### config.mk
export PLATFORM = sky130hd
export DESIGN_NAME = severity_priority_queue_core
export DESIGN_NICKNAME = d
export VERILOG_FILES = /design/src/sv/spq_pkg.sv /design/src/sv/spq_ctrl.sv /design/src/sv/spq_datapath.sv /design/src/sv/severity_priority_queue_core.sv
export SDC_FILE = /design/constraint.sdc
export NUM_CORES = 1
export LEC_CHECK = 0
export ABC_CLOCK_PERIOD_IN_PS = 11250
export BUFFER_PORTS_ARGS = -buffer_cell sky130_fd_sc_hd__buf_2
export CAP_MARGIN = 20
export CELL_PAD_IN_SITES_DETAIL_PLACEMENT = 0
export CELL_PAD_IN_SITES_GLOBAL_PLACEMENT = 1
export CORE_MARGIN = 5
export CORE_UTILIZATION = 45
export DETAILED_ROUTE_END_ITERATION = 16
export GPL_TIMING_DRIVEN = 0
export HOLD_SLACK_MARGIN = 0.03
export PLACE_DENSITY_LB_ADDON = 0.1
export SYNTH_ARGS = -nofsm -noshare
export SYNTH_HDL_FRONTEND = slang
export SYNTH_SLANG_ARGS = --single-unit
### constraint.sdc
create_clock -name clock -period 11.25 [get_ports clock]
set_input_delay 2.25 -clock clock [delete_from_list [all_inputs] [get_ports clock]]
set_output_delay 2.25 -clock clock [all_outputs]
set_load 0.05 [all_outputs]
### src/sv/spq_pkg.sv
// shared types and constants for the severity priority queue
// no dependencies; used by the controller, datapath and top level
`timescale 1ns / 1ps

package spq_pkg;

   localparam int DEPTH_DEFAULT = 16;

   localparam int ID_W   = 16;
   localparam int PRIO_W = 8;
   localparam int OCC_W  = 5;
   localparam int STAT_W = 2;

   // result status codes
   localparam logic [STAT_W-1:0] ST_INSERTED = 2'd0;
   localparam logic [STAT_W-1:0] ST_FULL     = 2'd1;
   localparam logic [STAT_W-1:0] ST_REMOVED  = 2'd2;
   localparam logic [STAT_W-1:0] ST_EMPTY    = 2'd3;

   // request action codes
   localparam logic ACT_INSERT = 1'b0;
   localparam logic ACT_REMOVE = 1'b1;

   // controller to datapath
   typedef struct packed {
      logic              capture;
      logic              do_insert;
      logic              do_remove;
      logic              respond;
      logic [STAT_W-1:0] status;
   } cmd_type;

   // datapath to controller
   typedef struct packed {
      logic is_remove;
      logic full;
      logic empty;
   } stat_type;

endpackage

### src/sv/spq_ctrl.sv
// controller state machine for the severity priority queue
// depends on spq_pkg for command and status structs
`timescale 1ns / 1ps

module spq_ctrl (
   input  logic              clock,
   input  logic              reset,
   input  logic              start,
   output logic              busy,
   input  spq_pkg::stat_type stat,
   output spq_pkg::cmd_type  cmd
);

   typedef enum logic {
      S_IDLE,
      S_EXEC
   } state_type;

   state_type state_ff;

   always_ff @(posedge clock) begin
      if (reset) begin
         state_ff <= S_IDLE;
      end else begin
         unique case (state_ff)
            S_IDLE: begin
               if (start) begin
                  state_ff <= S_EXEC;
               end
            end
            S_EXEC: begin
               state_ff <= S_IDLE;
            end
            default: begin
               state_ff <= S_IDLE;
            end
         endcase
      end
   end

   assign busy = (state_ff != S_IDLE);

   always_comb begin
      cmd           = '0;
      cmd.status    = spq_pkg::ST_INSERTED;
      unique case (state_ff)
         S_IDLE: begin
            cmd.capture = start;
         end
         S_EXEC: begin
            cmd.respond = 1'b1;
            if (stat.is_remove) begin
               if (stat.empty) begin
                  cmd.status = spq_pkg::ST_EMPTY;
               end else begin
                  cmd.do_remove = 1'b1;
                  cmd.status    = spq_pkg::ST_REMOVED;
               end
            end else begin
               if (stat.full) begin
                  cmd.status = spq_pkg::ST_FULL;
               end else begin
                  cmd.do_insert = 1'b1;
                  cmd.status    = spq_pkg::ST_INSERTED;
               end
            end
         end
         default: begin
            cmd.capture = 1'b0;
         end
      endcase
   end

endmodule

### src/sv/spq_datapath.sv
// sorted cell chain, request latch and response register
// depends on spq_pkg for widths, codes and command structs
`timescale 1ns / 1ps

module spq_datapath #(
   parameter int DEPTH = spq_pkg::DEPTH_DEFAULT
) (
   input  logic                              clock,
   input  logic                              reset,
   input  spq_pkg::cmd_type                  cmd,
   output spq_pkg::stat_type                 stat,
   input  logic                              req_action,
   input  logic [spq_pkg::ID_W-1:0]          req_item_id,
   input  logic [spq_pkg::PRIO_W-1:0]        req_priority_req,
   output logic                              rsp_valid,
   output logic [spq_pkg::STAT_W-1:0]        rsp_status,
   output logic [spq_pkg::ID_W-1:0]          rsp_out_id,
   output logic [spq_pkg::PRIO_W-1:0]        rsp_out_priority,
   output logic [spq_pkg::OCC_W-1:0]         rsp_occupancy
);

   localparam int FW = $clog2(DEPTH + 1);

   logic                       action_ff;
   logic [spq_pkg::ID_W-1:0]   id_ff;
   logic [spq_pkg::PRIO_W-1:0] prio_ff;

   logic [spq_pkg::ID_W-1:0]   ids_ff   [DEPTH];
   logic [spq_pkg::ID_W-1:0]   ids_in   [DEPTH];
   logic [spq_pkg::PRIO_W-1:0] pris_ff  [DEPTH];
   logic [spq_pkg::PRIO_W-1:0] pris_in  [DEPTH];
   logic [spq_pkg::ID_W-1:0]   up_ids   [DEPTH];
   logic [spq_pkg::PRIO_W-1:0] up_pris  [DEPTH];
   logic [spq_pkg::ID_W-1:0]   dn_ids   [DEPTH];
   logic [spq_pkg::PRIO_W-1:0] dn_pris  [DEPTH];

   logic [FW-1:0] fill_ff;
   logic [FW-1:0] fill_in;

   logic [DEPTH-1:0] at_or_after;
   logic [DEPTH-1:0] prev_after;

   logic                       rsp_valid_ff;
   logic [spq_pkg::STAT_W-1:0] rsp_status_ff;
   logic [spq_pkg::ID_W-1:0]   rsp_id_ff;
   logic [spq_pkg::PRIO_W-1:0] rsp_prio_ff;
   logic [spq_pkg::OCC_W-1:0]  rsp_occ_ff;

   assign stat.is_remove = (action_ff == spq_pkg::ACT_REMOVE);
   assign stat.full      = (fill_ff == FW'(DEPTH));
   assign stat.empty     = (fill_ff == '0);

   // neighbor views of the chain
   always_comb begin
      for (int k = 0; k < DEPTH - 1; k++) begin
         up_ids[k]  = ids_ff[k+1];
         up_pris[k] = pris_ff[k+1];
      end
      up_ids[DEPTH-1]  = ids_ff[DEPTH-1];
      up_pris[DEPTH-1] = pris_ff[DEPTH-1];
      dn_ids[0]  = id_ff;
      dn_pris[0] = prio_ff;
      for (int k = 1; k < DEPTH; k++) begin
         dn_ids[k]  = ids_ff[k-1];
         dn_pris[k] = pris_ff[k-1];
      end
   end

   // each cell decides whether it sits at or after the insert point
   always_comb begin
      for (int k = 0; k < DEPTH; k++) begin
         at_or_after[k] = (k >= int'(fill_ff)) || (pris_ff[k] < prio_ff);
      end
      prev_after = {at_or_after[DEPTH-2:0], 1'b0};
   end

   always_comb begin
      fill_in = fill_ff;
      for (int k = 0; k < DEPTH; k++) begin
         ids_in[k]  = ids_ff[k];
         pris_in[k] = pris_ff[k];
         if (cmd.do_insert) begin
            if (at_or_after[k] && !prev_after[k]) begin
               ids_in[k]  = id_ff;
               pris_in[k] = prio_ff;
            end else if (at_or_after[k]) begin
               ids_in[k]  = dn_ids[k];
               pris_in[k] = dn_pris[k];
            end
         end else if (cmd.do_remove) begin
            ids_in[k]  = up_ids[k];
            pris_in[k] = up_pris[k];
         end
      end
      if (cmd.do_insert) begin
         fill_in = fill_ff + 1'b1;
      end else if (cmd.do_remove) begin
         fill_in = fill_ff - 1'b1;
      end
   end

   always_ff @(posedge clock) begin
      if (cmd.capture) begin
         action_ff <= req_action;
         id_ff     <= req_item_id;
         prio_ff   <= req_priority_req;
      end
      ids_ff  <= ids_in;
      pris_ff <= pris_in;
      rsp_status_ff <= cmd.status;
      rsp_id_ff     <= cmd.do_remove ? ids_ff[0] : '0;
      rsp_prio_ff   <= cmd.do_remove ? pris_ff[0] : '0;
      rsp_occ_ff    <= spq_pkg::OCC_W'(fill_in);
   end

   always_ff @(posedge clock) begin
      if (reset) begin
         fill_ff      <= '0;
         rsp_valid_ff <= 1'b0;
      end else begin
         fill_ff      <= fill_in;
         rsp_valid_ff <= cmd.respond;
      end
   end

   assign rsp_valid        = rsp_valid_ff;
   assign rsp_status       = rsp_status_ff;
   assign rsp_out_id       = rsp_id_ff;
   assign rsp_out_priority = rsp_prio_ff;
   assign rsp_occupancy    = rsp_occ_ff;

endmodule

### src/sv/severity_priority_queue_core.sv
// top level of the severity priority queue: controller plus sorted cell chain
// depends on spq_pkg, spq_ctrl and spq_datapath
//
//   channel   handshake          words
//   request   start / busy       req_action, req_item_id, req_priority_req
//   response  rsp_valid strobe   rsp_status, rsp_out_id, rsp_out_priority, rsp_occupancy
//
// each request word is latched in the idle state, then in the execute state every
// cell of the chain compares against the new priority and shifts in parallel
// the response word shows in the cycle after the execute cycle, for one cycle only
// busy is high during the execute cycle; a new word may start while the
// previous response strobe is still high
// synchronous reset empties the queue; cell contents stay undefined
// the receiver cannot stall, so no output buffering beyond one register
`timescale 1ns / 1ps

module severity_priority_queue_core #(
   parameter int DEPTH = spq_pkg::DEPTH_DEFAULT
) (
   input  logic                          clock,
   input  logic                          reset,
   input  logic                          start,
   output logic                          busy,
   input  logic                          req_action,
   input  logic [spq_pkg::ID_W-1:0]      req_item_id,
   input  logic [spq_pkg::PRIO_W-1:0]    req_priority_req,
   output logic                          rsp_valid,
   output logic [spq_pkg::STAT_W-1:0]    rsp_status,
   output logic [spq_pkg::ID_W-1:0]      rsp_out_id,
   output logic [spq_pkg::PRIO_W-1:0]    rsp_out_priority,
   output logic [spq_pkg::OCC_W-1:0]     rsp_occupancy
);

   // command and status between controller and datapath
   spq_pkg::cmd_type  cmd;
   spq_pkg::stat_type stat;

   spq_ctrl u_ctrl (
      .clock (clock),
      .reset (reset),
      .start (start),
      .busy  (busy),
      .stat  (stat),
      .cmd   (cmd)
   );

   // cell chain holds entries sorted by descending priority, head in cell 0
   spq_datapath #(
      .DEPTH (DEPTH)
   ) u_datapath (
      .clock            (clock),
      .reset            (reset),
      .cmd              (cmd),
      .stat             (stat),
      .req_action       (req_action),
      .req_item_id      (req_item_id),
      .req_priority_req (req_priority_req),
      .rsp_valid        (rsp_valid),
      .rsp_status       (rsp_status),
      .rsp_out_id       (rsp_out_id),
      .rsp_out_priority (rsp_out_priority),
      .rsp_occupancy    (rsp_occupancy)
   );

endmodule

==> metrics.cfg <==
[power]
pwr-share-seq = 0.470
p_leak_nw = 9.98
clock_power_share = 0.423
intPower_mw = 3.07
power_switching_share = 0.258
powerDensity_nw_per_um2 = 151
irDropWorstVdd_uv = 103
total_power_mw = 4.14
comb_power_share = 0.106
power.switching_mw = 1.07

[placed_design]
gp_congestion = 0.878
port_buffers = 60
postPlaceCellArea_um2 = 25500
dp_hpwl_mm = 61.1

[clock_tree]
clockBufferDepth = 3
cts_tree = yes
ctsResizeCount = 0
clk_pin_slew_ns = 0.06
root_buffer = clkbuf_16
cts_sinks = 447
h-tree-depth = 2
holdBufCountCts = 0
clk_latency_ns = 0.61
cts_buffers = 51
cts_setup_buffers = 0

[synth]
yosys_warnings = 0
synth-seq-area-share = 0.540
synth_top_family_by_area = compound AO/OA/AOI/OAI gates
yosys.cell_types.count = 63
syn_area_um2 = 24200
synth-seq-cells = 447
syn_inst = 2260
synthSimpleGateAreaFrac = 0.126
synthMuxAreaShare = 0.0713
synth_enable_flop_cells = 409
synthArstFlopShare = 0
synth_top_flop_cell = edfxtp_1
synthXorXnorAreaFrac = 0.00181
synth_area_per_cell_um2 = 10.7
synth_nets = 2405
synth_compound_area_frac = 0.163
synth_fa_ha_area_frac = 0.0606

[timing]
finalHoldViolations = 0
finalCritPeriodShare = 0.480
setup_tns_ns = 0
rsz0062_at_grt = no
slew_headroom = 0.228
finalClockSkew_ns = 0.0175
post-route-min-period_ns = 5.40
worst_pin_slew_ns = 1.15
timing.hold.ws_ns = 0.480
setup-violations-final = 0
slew_viol_final = 0
fmaxAchievable_mhz = 185

[route]
drt_iter0_markers = 1540
num_vias = 19100
routed_via_density = 6.10
ant_nets = 0
wl_mm = 78.8
drc_errors = 0
first_pass_iters = 6
wl_per_cell_um = 25.2

[floorplanning]
fp-row-count = 85
die_w_um = 242
coreArea_um2 = 53500
ios = 61
start_util = 0.452
die_h_um = 242
dieArea_um2 = 58400

[layout]
nFillCells = 4937
area_growth_pct = 13.5
final_common_cell = nand2_1
postLayoutCellArea_um2 = 27400
finish.utilization = 0.513
drive_gt1_frac = 0.101
nNetsFinal = 2532
final_cell_mix = nand2_1 (426), edfxtp_1 (409), o211ai_1 (195)
antennaDiodeCount = 0

[setup_path]
path_cells = clkbuf_1 -> inv_1 -> ha_1 -> nor3b_1 -> a211oi_1 -> clkbuf_1 -> clkbuf_1 -> clkbuf_1 -> o21ai_0 -> nor2_2 -> buf_8
r2r-start = u_datapath.fill_ff[1]
end_kind = flip-flop
crit_fanout = 16
start_kind = flip-flop
max_stage_delay_ns = 0.79
path_class = flip-flop to flip-flop
crit_top_cell = clkbuf_1
cp_data_arrival_time_ns = 5.69
worstSetupStartpoint = u_datapath.fill_ff[1]
critPathSlowestCell = clkbuf_1
required_ns = 11.55

[global_routing]
grt_pass1_vias = 19400
grt_max_degree = 25
grt_first_pass_wirelength_mm = 118
grt.total_usage = 0.259
antenna_found_initial = 0
grt-ovfl-total = 0

[min_path]
hold_class = flip-flop to flip-flop
holdCritStartpoint = u_datapath.dn_ids[236]

[run]
cap_violations = 0

[run_status]
status = complete, no violations

-- cell type report --
cell class	count	area, um^2	share of cell area
clock inverter	32	359	0.0131
multi-input combinational	1607	10300	0.374
tap	696	871	0.0318
inverter	17	63.8	0.00233
timing repair buffer	74	598	0.0218
sequential	447	13000	0.476
clock buffer	62	1380	0.0502
buffer	189	841	0.0307
-- flip-flops by register name, summed over array words and instances (netlist names), 8 cells and up --
name / flops
u_datapath.rsp_out_priority: 8
u_datapath.id_ff: 16
u_datapath.dn_pris: 120
u_datapath.rsp_out_id: 16
u_datapath.pris_ff: 8
u_datapath.dn_ids: 240
u_datapath.prio_ff: 8
u_datapath.ids_ff: 16
-- layer usage --
metal	routed length [um]	vias up	GRT usage
met4	2910	0	0.0893
met1	35400	9498	0.363
met5	0	-	0
met3	4100	147	0.0316
met2	36500	674	0.421
li1	-	8746	-
-- worst paths after layout --
| kind | to | slack (ns) | depth (start not counted) |
|---|---|---|---|
| setup / recovery | u_datapath.ids_ff[10] | 5.85 | 11 |
| hold / removal | u_datapath.rsp_out_id[12] | 0.48 | 1 |
| setup reg to reg | u_datapath.ids_ff[10] | 5.85 | 11 |
| hold reg to reg | u_datapath.rsp_out_id[12] | 0.48 | 1 |
-- per-stage QoR --
stage / worst slack, ns / instances
2_1_floorplan: 6.76 / 2260
3_3_place_gp: 4.70 / 3016
3_5_place_dp: 5.80 / 3025
4_1_cts: 5.79 / 3119
5_1_grt: 5.75 / 3124
6_report: 5.85 / 3124
-- cell families after synthesis --
kind of cell | count (synthesis)
adder cells (fa/ha/maj) | 117
AND/OR/NAND/NOR | 710
buffers and inverters | 206
AO/OA/AOI/OAI | 606
multiplexers | 169
flip-flops | 447
XOR/XNOR | 5
-- cells in the mapped netlist (5+ instances only) --
| master | n | area [um^2] |
|---|---|---|
| dfxtp_1 | 38 | 761 |
| o21a_1 | 10 | 75.1 |
| buf_2 | 30 | 150 |
| nor2_1 | 72 | 270 |
| ha_1 | 117 | 1460 |
| buf_1 | 11 | 41.3 |
| nand2b_1 | 21 | 131 |
| nand3_1 | 124 | 621 |
| o21ai_0 | 114 | 571 |
| a2111o_1 | 8 | 90.1 |
| a21o_1 | 5 | 37.5 |
| mux2_2 | 24 | 270 |
| nand4_1 | 9 | 56.3 |
| clkbuf_1 | 133 | 499 |
| inv_1 | 17 | 63.8 |
| nand2_1 | 426 | 1600 |
| a21oi_1 | 113 | 566 |
| buf_4 | 5 | 37.5 |
| a31oi_1 | 29 | 181 |
| o211ai_1 | 195 | 1460 |
| nor3_1 | 7 | 35.0 |
| nor2b_1 | 9 | 56.3 |
| buf_6 | 10 | 113 |
| and2_1 | 27 | 169 |
| o21ai_1 | 70 | 350 |
| o31ai_1 | 6 | 45.0 |
| a41oi_1 | 24 | 210 |
| edfxtp_1 | 409 | 12300 |
| mux2i_1 | 145 | 1450 |
-- power by group through the flow --
| stage | sequential, mW | clock, mW | combinational [mW] |
|---|---|---|---|
| after floorplan | 1.98 | 0 | 0.269 |
| after global placement | 1.99 | 0 | 0.404 |
| after detailed placement | 1.98 | 0 | 0.426 |
| after CTS | 1.95 | 1.78 | 0.429 |
| after global routing | 1.95 | 1.84 | 0.481 |
| final | 1.95 | 1.75 | 0.440 |
-- critical path, delay by kind of cell (launching register included) --
kind,cells,cell delay [ns]
fa+ha+maj,1,0.28
flops,1,0.37
simple gates,2,0.71
compound gates,2,0.73
buf+inv,6,2.95
Power figures use the tool's default switching activity.
